`src/bdpc_pkg.sv`:
```
// Package for the button debouncer and press classifier: widths, codes and reset values.
package bdpc_pkg;

    localparam int unsigned TimeWidth   = 32;
    localparam int unsigned ThreshWidth = 16;
    localparam int unsigned EventWidth  = 2;
    localparam int unsigned CfgIdxWidth = 2;

    // s_tdata: pin_level, now_time, zero pad to whole bytes
    localparam int unsigned SDataWidth  = 40;
    // m_tdata: press_event, is_pressed, zero pad to whole bytes
    localparam int unsigned MDataWidth  = 8;

    typedef enum logic [EventWidth-1:0] {
        EV_NONE  = 2'd0,
        EV_SHORT = 2'd1,
        EV_LONG  = 2'd2
    } press_event_t;

    typedef enum logic [CfgIdxWidth-1:0] {
        CFG_ACTIVE_LEVEL    = 2'd0,
        CFG_DEBOUNCE_TIME   = 2'd1,
        CFG_LONG_PRESS_TIME = 2'd2
    } cfg_index_t;

    localparam logic                   ActiveLevelReset   = 1'b0;
    localparam logic [ThreshWidth-1:0] DebounceTimeReset  = 16'd30;
    localparam logic [ThreshWidth-1:0] LongPressTimeReset = 16'd2000;

endpackage

```
`src/button_debounce_press_classifier.sv`:
```
// Button debouncer with short and long press classification, top level.
//
//  channel  dir  handshake              word layout (lsb first)
//  s_       in   s_tvalid / s_tready    pin_level[0], now_time[32:1], zero[39:33]
//  m_       out  m_tvalid / m_tready    press_event[1:0], is_pressed[2], zero[7:3]
//  cfg_     in   cfg_we                 cfg_index selects register, cfg_wdata value
//
// One word per cycle while s_tready is high: each accepted sample is classified in the
// cycle it is taken and its result appears in the output register on the next edge.
// The 32-bit timestamp subtract and compare against the threshold set the path.
// s_tready drops only while the output register is full and m_tready is low.
// aresetn is synchronous and active low; reset gives released state, zero
// timestamps and the default thresholds.
module button_debounce_press_classifier (
    input  logic                              aclk,
    input  logic                              aresetn,
    input  logic                              s_tvalid,
    output logic                              s_tready,
    // pin_level, now_time
    input  logic [bdpc_pkg::SDataWidth-1:0]   s_tdata,
    output logic                              m_tvalid,
    input  logic                              m_tready,
    // press_event, is_pressed
    output logic [bdpc_pkg::MDataWidth-1:0]   m_tdata,
    input  logic                              cfg_we,
    input  logic [bdpc_pkg::CfgIdxWidth-1:0]  cfg_index,
    input  logic [bdpc_pkg::ThreshWidth-1:0]  cfg_wdata
);
    import bdpc_pkg::*;

    logic                   active_level_reg;
    logic [ThreshWidth-1:0] debounce_time_reg;
    logic [ThreshWidth-1:0] long_press_time_reg;

    logic                   last_raw_reg,     last_raw_next;
    logic [TimeWidth-1:0]   change_time_reg,  change_time_next;
    logic                   held_reg,         held_next;
    logic [TimeWidth-1:0]   press_start_reg,  press_start_next;
    logic                   long_seen_reg,    long_seen_next;

    logic                   out_valid_reg;
    press_event_t           out_event_reg,    out_event_next;
    logic                   out_pressed_reg;

    logic                   pin_level;
    logic [TimeWidth-1:0]   now_time;
    logic                   raw;
    logic [TimeWidth-1:0]   stable_span;
    logic [TimeWidth-1:0]   press_span;
    logic                   accept;

    assign pin_level = s_tdata[0];
    assign now_time  = s_tdata[TimeWidth:1];
    assign raw       = (pin_level == active_level_reg);

    assign s_tready  = !out_valid_reg || m_tready;
    assign accept    = s_tvalid && s_tready;

    assign m_tvalid  = out_valid_reg;
    assign m_tdata   = {{(MDataWidth-EventWidth-1){1'b0}}, out_pressed_reg, out_event_reg};

    // held doubles as the debounced level: both move together
    always_comb begin
        last_raw_next    = raw;
        change_time_next = (raw != last_raw_reg) ? now_time : change_time_reg;
        held_next        = held_reg;
        press_start_next = press_start_reg;
        long_seen_next   = long_seen_reg;
        out_event_next   = EV_NONE;

        stable_span = now_time - change_time_next;
        if (stable_span >= {{(TimeWidth-ThreshWidth){1'b0}}, debounce_time_reg}
                && held_reg != raw) begin
            held_next = raw;
            if (raw) begin
                press_start_next = now_time;
                long_seen_next   = 1'b0;
            end else if (!long_seen_reg) begin
                out_event_next = EV_SHORT;
            end
        end

        press_span = now_time - press_start_next;
        if (held_next && !long_seen_next
                && press_span >= {{(TimeWidth-ThreshWidth){1'b0}}, long_press_time_reg}) begin
            long_seen_next = 1'b1;
            out_event_next = EV_LONG;
        end
    end

    always_ff @(posedge aclk) begin
        if (!aresetn) begin
            active_level_reg    <= ActiveLevelReset;
            debounce_time_reg   <= DebounceTimeReset;
            long_press_time_reg <= LongPressTimeReset;
        end else if (cfg_we) begin
            case (cfg_index)
                CFG_ACTIVE_LEVEL:    active_level_reg    <= cfg_wdata[0];
                CFG_DEBOUNCE_TIME:   debounce_time_reg   <= cfg_wdata;
                CFG_LONG_PRESS_TIME: long_press_time_reg <= cfg_wdata;
                default: ;
            endcase
        end
    end

    always_ff @(posedge aclk) begin
        if (!aresetn) begin
            last_raw_reg    <= 1'b0;
            change_time_reg <= '0;
            held_reg        <= 1'b0;
            press_start_reg <= '0;
            long_seen_reg   <= 1'b0;
            out_valid_reg   <= 1'b0;
        end else begin
            if (accept) begin
                last_raw_reg    <= last_raw_next;
                change_time_reg <= change_time_next;
                held_reg        <= held_next;
                press_start_reg <= press_start_next;
                long_seen_reg   <= long_seen_next;
                out_valid_reg   <= 1'b1;
            end else if (m_tready) begin
                out_valid_reg   <= 1'b0;
            end
        end
    end

    always_ff @(posedge aclk) begin
        if (accept) begin
            out_event_reg   <= out_event_next;
            out_pressed_reg <= held_next;
        end
    end

endmodule
```
`config.mk`:
```
export PLATFORM = sky130hd
export DESIGN_NAME = button_debounce_press_classifier
export DESIGN_NICKNAME = d
export VERILOG_FILES = /design/src/bdpc_pkg.sv /design/src/button_debounce_press_classifier.sv
export SDC_FILE = /design/constraint.sdc
export NUM_CORES = 1
export LEC_CHECK = 0
export BUFFER_PORTS_ARGS = -buffer_cell sky130_fd_sc_hd__buf_2
export CAP_MARGIN = 10
export CELL_PAD_IN_SITES_DETAIL_PLACEMENT = 2
export CELL_PAD_IN_SITES_GLOBAL_PLACEMENT = 2
export CORE_MARGIN = 10
export CORE_UTILIZATION = 33
export DETAILED_ROUTE_END_ITERATION = 8
export PLACE_DENSITY_LB_ADDON = 0.1
export SKIP_LAST_GASP = 1
export SYNTH_ARGS = -nofsm -noshare
export SYNTH_HDL_FRONTEND = slang
export SYNTH_SLANG_ARGS = --single-unit
```
`constraint.sdc`:
```
create_clock -name aclk -period 11.62 [get_ports aclk]
set_input_delay 1.162 -clock aclk [delete_from_list [all_inputs] [get_ports aclk]]
set_output_delay 1.162 -clock aclk [all_outputs]
set_load 0.02 [all_outputs]
```
[Word-level counts from Yosys, hierarchy flattened]
Index checks and enable logic that the tools add are counted.
Widths: inputs -> output; s select.
Word-level totals
  input bits: 63
  register bits after elaboration: 104
  output and inout bits: 10
Cells by class
  magnitude comparators: 2
  bitwise logic cells: 1
  reductions and logical operators: 13
  equality and inequality tests: 5
  mux-type cells: 10
  $add $sub $neg: 2
Operators by type and width (number)
  $mux 32: 3
  $ge 32x16->1: 2
  $sub 32x32->32: 2
  $mux 1: 7
  $reduce_and 2->1: 3
  $logic_and 1x1->1: 4
  $reduce_or 3->1: 1
  $eq 2x1->1 const B: 1
  $eq 2x2->1 const B: 1
  $logic_not 1->1: 2
  $logic_not 2->1: 1
  $ne 1x1->1: 2
  $reduce_bool 2->1: 1
  $eq 1x1->1: 1
  $logic_or 1x1->1: 1
  $not 1->1: 1

[Depth between registers and ports, before layout]
  depth after elaboration: 11
  depth in mapped cells: 53
  mapped depth without buffers: 49

[Least setup slack after synthesis]
Ideal clock, no wire load.
  path type: input -> register
  start point: input s_tdata[0] (netlist name)
  end point: register out_event_reg[1] (data pin)
  stages on the path: 49
  arrival: 11.460 ns
  path slack: -0.095 ns
  path through: xnor3_2 -> buf_2 -> buf_1 -> mux2i_1 -> ha_1 -> clkbuf_1 -> and3_1 -> o21ai_0 -> or4bb_1 -> nor3b_1 -> xnor2_1 -> ha_1 -> o21ai_0 -> nor2_1 -> a2111oi_0 -> o211ai_1 -> a21o_1 -> a211oi_1 -> (+13 left out) -> nor2_1 -> and2_1 -> o21ai_0 -> o211a_1 -> nor2_1 -> a311oi_1 -> a21boi_0 -> xnor2_1 -> ha_1 -> and4_1 -> a21oi_1 -> nand4b_1 -> nor4_1 -> o2111a_1 -> o2111ai_1 -> nor4b_2 -> o2111ai_1 -> and3_1
On the way
  word-level cells in the longest chain between the ends: 10
  elaborated cells between the ends (all ways): 17
  those cells by class: 2 x add/sub; 2 x order compare; 3 x eq/ne; 6 x mux; 4 x reduce/logical
Ends and longest elaborated chain
  from (decl): RTL line button_debounce_press_classifier.sv:20  | input logic [bdpc_pkg::SDataWidth-1:0] s_tdata,
  $eq 1x1->1 (*): RTL line button_debounce_press_classifier.sv:54  | assign raw = (pin_level == active_level_reg);
  $ne 1x1->1: RTL line button_debounce_press_classifier.sv:65  | change_time_next = (raw != last_raw_reg) ? now_time : change_time_reg;
  $mux 32: RTL line button_debounce_press_classifier.sv:65
  $sub 32x32->32: RTL line button_debounce_press_classifier.sv:71  | stable_span = now_time - change_time_next;
  $ge 32x16->1: RTL line button_debounce_press_classifier.sv:72  | if (stable_span >= {{(TimeWidth-ThreshWidth){1'b0}}, debounce_time_reg}
  $logic_and 1x1->1: RTL line button_debounce_press_classifier.sv:73  | && held_reg != raw) begin
  $mux 32 (*): RTL line button_debounce_press_classifier.sv:72
  net press_start_next[0]: RTL line button_debounce_press_classifier.sv:38  | logic [TimeWidth-1:0] press_start_reg, press_start_next;
  $sub 32x32->32 (*): RTL line button_debounce_press_classifier.sv:83  | press_span = now_time - press_start_next;
  $ge 32x16->1 (*): RTL line button_debounce_press_classifier.sv:85  | && press_span >= {{(TimeWidth-ThreshWidth){1'b0}}, long_press_time_reg}) begin
  $logic_and 1x1->1 (*): RTL line button_debounce_press_classifier.sv:85
  to (signal assigned): RTL line button_debounce_press_classifier.sv:130  | out_event_reg <= out_event_next;
  to (decl): RTL line button_debounce_press_classifier.sv:42  | press_event_t out_event_reg, out_event_next;
The timed path passes the listed nets; every way through them passes the cells marked *.
A chain may end at the register's enable or synchronous reset.

[Final worst setup path]
Ends and elaborated chain as after synthesis.

==> results.txt <==
The run finished with clean final reports. The global placement routability congestion came out at around 0.85. The quantity of hold-fixing buffers added after cts came out at 0. The sum of negative setup slack is 0 ns.

Headroom to the max-slew limit came out at slightly below 40%. The part of the Yosys area used for sequential elements is 21.9%. The number of nets in the layout came out at ~1.4k.

The final count of negative-setup-slack endpoints is 0. Ranked by instance count, the synthesized netlist is headed by 195 x sky130_fd_sc_hd__nand2_1, 101 x sky130_fd_sc_hd__dfxtp_1, 84 x sky130_fd_sc_hd__a21oi_1. The post-detailed-route DRC marker count came out at 0. Summed over all layers, the global routing overflow is 0. sky130_fd_sc_hd__nand2_1 is the most common cell in the netlist. The relative contribution of combinational cells to total power came out at 49.5%.

Once the floorplan was initialized, standard cells occupied approximately a third of the core. The number of global-route vias before repair came out at 10.1k. Of all nets on the critical path, the largest fanout is 5.

The top cell type by area accounts for 21.0% of the synthesized area. The largest net degree at the start of global routing is 78. The total count of hold-check failures in the final report is 0. The register-to-register setup slack came out at approximately 0.9 ns. The count of antenna diodes in the layout came out at 0. The area growth from synthesis to layout is 12.1%. During synthesis, Yosys emitted a total of 0 warnings. The number of levels in the clock H-tree is 3.

The chip width came out at about 190 um. The most used flip-flop cell after synthesis is sky130_fd_sc_hd__dfxtp_1. The count of boundary I/O pins came out at 73.

The clock drives approximately 100 sinks. Among all stages on the critical path, the largest delay is contributed by sky130_fd_sc_hd__or4_4. The leakage dissipation came out at roughly 4.8 nW.

The number of port buffers came out at 60. The maximum vdd ir drop came out at approximately 0.066 mV. The number of violations of the max-capacitance limit is 0. The total instance count after detailed placement is roughly 1.7k.

The number of antenna violations at the first check in global routing is 0. Wires add up to ~36 mm. The max-slew violation count came to 0. The clock power share is between 20 and 25%.

The clock tree skew after final layout is between 0.01 and 0.015 ns. The global-route wire length before repair is ~57 mm. The synthesized design contains about 100 register bits. The total global-route track usage is 19.8%. The average footprint of a synthesized cell is 7.70 um2.

Cell internal power was estimated by the tool at roughly 0.8 mW. The overall die height came out at around 190 um. After synthesis the cells add up to around 0.0096 mm2.

The clock input transition at the sequential cells of the worst setup and hold paths is roughly 0.080 ns. The HPWL reported at the end of detailed placement is slightly below 30 mm. The standard-cell row count came out at between 60 and 70.

The non-filler instance count after layout came out at 1685. The power density over cell area came out at between 100 and 150 mW/mm2. The share of synthesized flip-flops with an asynchronous set or reset is 0%. Subtracting the final worst setup slack from the clock period gives between 10 and 15 ns. The biggest area contributor in the post-synthesis netlist is sky130_fd_sc_hd__dfxtp_1. The wire length per cell is 21.4 um. Counting stages on the worst path, the most repeated cell is sky130_fd_sc_hd__ha_1. The vias after detailed routing came out at 9464. The type of element capturing the critical path is a flop.

The starting DRC count in detailed routing is slightly below 400. Once placement finished, the instance area stood at ~0.010 mm2. The cell area after layout came out at approximately 0.011 mm2. The critical path class is in -> reg. Sorting the synthesized cells by area gives the leading types as sky130_fd_sc_hd__dfxtp_1 21%, sky130_fd_sc_hd__ha_1 11%, sky130_fd_sc_hd__nand2_1 7.6%. The switching fraction of total power came out at a little over two fifths. The power spent charging and discharging nets is slightly above 0.6 mW. The worst hold path belongs to the class reg -> reg. The tree is rooted in a sky130_fd_sc_hd__clkbuf_16. The number of instances in the synthesized netlist is ~1.3k.

At the worst endpoint, the required time is between 10 and 15 ns. The number of synthesized flops with an enable pin came out at 3. The CTS tree is done. The largest stage delay on the critical path came out at around 0.63 ns. The slew at the pin with the worst max-slew slack is about 0.9 ns. The total power after layout is ~1.4 mW.

The timing-limited maximum frequency came out at roughly 0.09 GHz. Counting along the longest clock path gives a buffer depth of 2. The core area is 0.0288 mm2. Clock latency on the worst-skew pair, taken at its later pin, is ~0.37 ns. Counting the buffers created by CTS gives 9. The pre-antenna-repair detailed-routing pass consisted of 6 iterations. Data on the critical path arrives at its endpoint at roughly 11 ns. The share of total power dissipated in sequential elements is 27.8%. The worst setup path is launched from an input pin. The share of final-layout standard cells stronger than drive strength 1 came out at between 10 and 15%. The number of antenna-violating nets in the routed design is 0. The number of vias per cell after detailed routing is between 5 and 6.

The die footprint came out at between 0.03 and 0.04 mm2. The distinct cell type count of the synthesized netlist came out at between 80 and 90. Dividing the final minimum period by the clock period gives a little over nine tenths.
-- power groups by stage --
stage | Combinational [mW] | Sequential [mW] | Clock [mW]
4_1_cts | 0.692 | 0.396 | 0.334
3_3_place_gp | 0.668 | 0.402 | 0
2_1_floorplan | 0.477 | 0.400 | 0
6_report | 0.703 | 0.396 | 0.323
5_1_grt | 0.789 | 0.399 | 0.349
3_5_place_dp | 0.686 | 0.404 | 0
-- final cells by class --
cell class	instances	area [um2]
Clock buffer	11	243
Sequential cell	104	2110
Fill cell	3381	18000
Multi-Input combinational cell	1027	7120
Inverter	58	218
Clock inverter	5	46.3
Tap cell	384	480
Timing Repair Buffer	96	581
-- cells in the final DEF, fill, tap and decap left out, types with 6 or more instances in the layout --
cell / Yosys / layout
sky130_fd_sc_hd__a211oi_1: 10 / 10
sky130_fd_sc_hd__a21boi_0: 43 / 41
sky130_fd_sc_hd__a21o_1: 34 / 34
sky130_fd_sc_hd__a21oi_1: 84 / 83
sky130_fd_sc_hd__a31oi_1: 11 / 9
sky130_fd_sc_hd__and2_1: 9 / 9
sky130_fd_sc_hd__and3_1: 12 / 12
sky130_fd_sc_hd__buf_2: 5 / 59
sky130_fd_sc_hd__buf_4: 6 / 35
sky130_fd_sc_hd__clkbuf_16: 0 / 9
sky130_fd_sc_hd__dfxtp_1: 101 / 101
sky130_fd_sc_hd__ha_1: 81 / 80
sky130_fd_sc_hd__inv_1: 57 / 57
sky130_fd_sc_hd__mux2i_1: 56 / 55
sky130_fd_sc_hd__nand2_1: 195 / 195
sky130_fd_sc_hd__nand2b_1: 28 / 28
sky130_fd_sc_hd__nand3_1: 24 / 24
sky130_fd_sc_hd__nand4_1: 19 / 19
sky130_fd_sc_hd__nor2_1: 72 / 72
sky130_fd_sc_hd__nor2b_1: 37 / 37
sky130_fd_sc_hd__nor3_1: 13 / 13
sky130_fd_sc_hd__nor3b_1: 10 / 9
sky130_fd_sc_hd__nor4_1: 7 / 6
sky130_fd_sc_hd__o211a_1: 41 / 41
sky130_fd_sc_hd__o211ai_1: 18 / 18
sky130_fd_sc_hd__o21a_1: 10 / 10
sky130_fd_sc_hd__o21ai_0: 43 / 40
sky130_fd_sc_hd__o21ai_1: 4 / 6
sky130_fd_sc_hd__o21bai_1: 13 / 13
sky130_fd_sc_hd__o31ai_1: 8 / 7
sky130_fd_sc_hd__or3_1: 6 / 6
sky130_fd_sc_hd__xnor2_1: 32 / 32
sky130_fd_sc_hd__xor2_1: 14 / 14
-- critical path, delay by kind of cell --
kind	cells	cell delay [ns]
AOI/OAI and AO/OA	20	4.00
and+or+nand+nor	14	3.06
adders and majority gates	5	1.51
xor gates and xnor gates	3	0.68
buffers and inverters	4	0.51
muxes	1	0.18
-- timing repair --
item,4_1_cts,5_1_grt
resized for setup,0,28
endpoints found under the hold margin,0,0
setup buffers,0,0
setup endpoints to repair,0,2
-- cells by family after synthesis --
| group | synth area share (%) |
|---|---|
| adders and majority gates | 10.9 |
| DFF | 21.9 |
| AOI/OAI and AO/OA | 27.6 |
| and+or+nand+nor | 23.2 |
| other | 0.0389 |
| xor gates and xnor gates | 4.69 |
| buffers and inverters | 5.13 |
| muxes | 6.41 |
-- path summary, 6_finish.rpt --
check                                             from                      to  depth (start not counted)
worst max-delay path                        s_tdata[0]        out_event_reg[1]                         47
worst min-delay path            long_press_time_reg[2]  long_press_time_reg[2]                          2
worst max register to register        active_level_reg        out_event_reg[1]                         46
worst min register to register  long_press_time_reg[2]  long_press_time_reg[2]                          2
-- per-stage QoR --
stage / hold WS, ns / setup WS [ns] / util [%]
2_1_floorplan: 0.443 / 0.154 / -
3_3_place_gp: 0.453 / -0.0951 / 36.2
3_5_place_dp: 0.464 / -0.257 / 36.2
4_1_cts: 0.477 / 0.0890 / 37.2
5_1_grt: 0.505 / -0.114 / 37.5
6_report: 0.475 / 0.621 / 37.5
-- routing by layer --
layer	GRT usage (%)	share of wire, %	routed length, um
met2	32.6	47	16900
met3	2.30	1.6	572
met5	0	0	0
met1	27.2	50	18200
met4	3.51	1.0	369
Note: power is estimated with default switching activity, not from simulation.
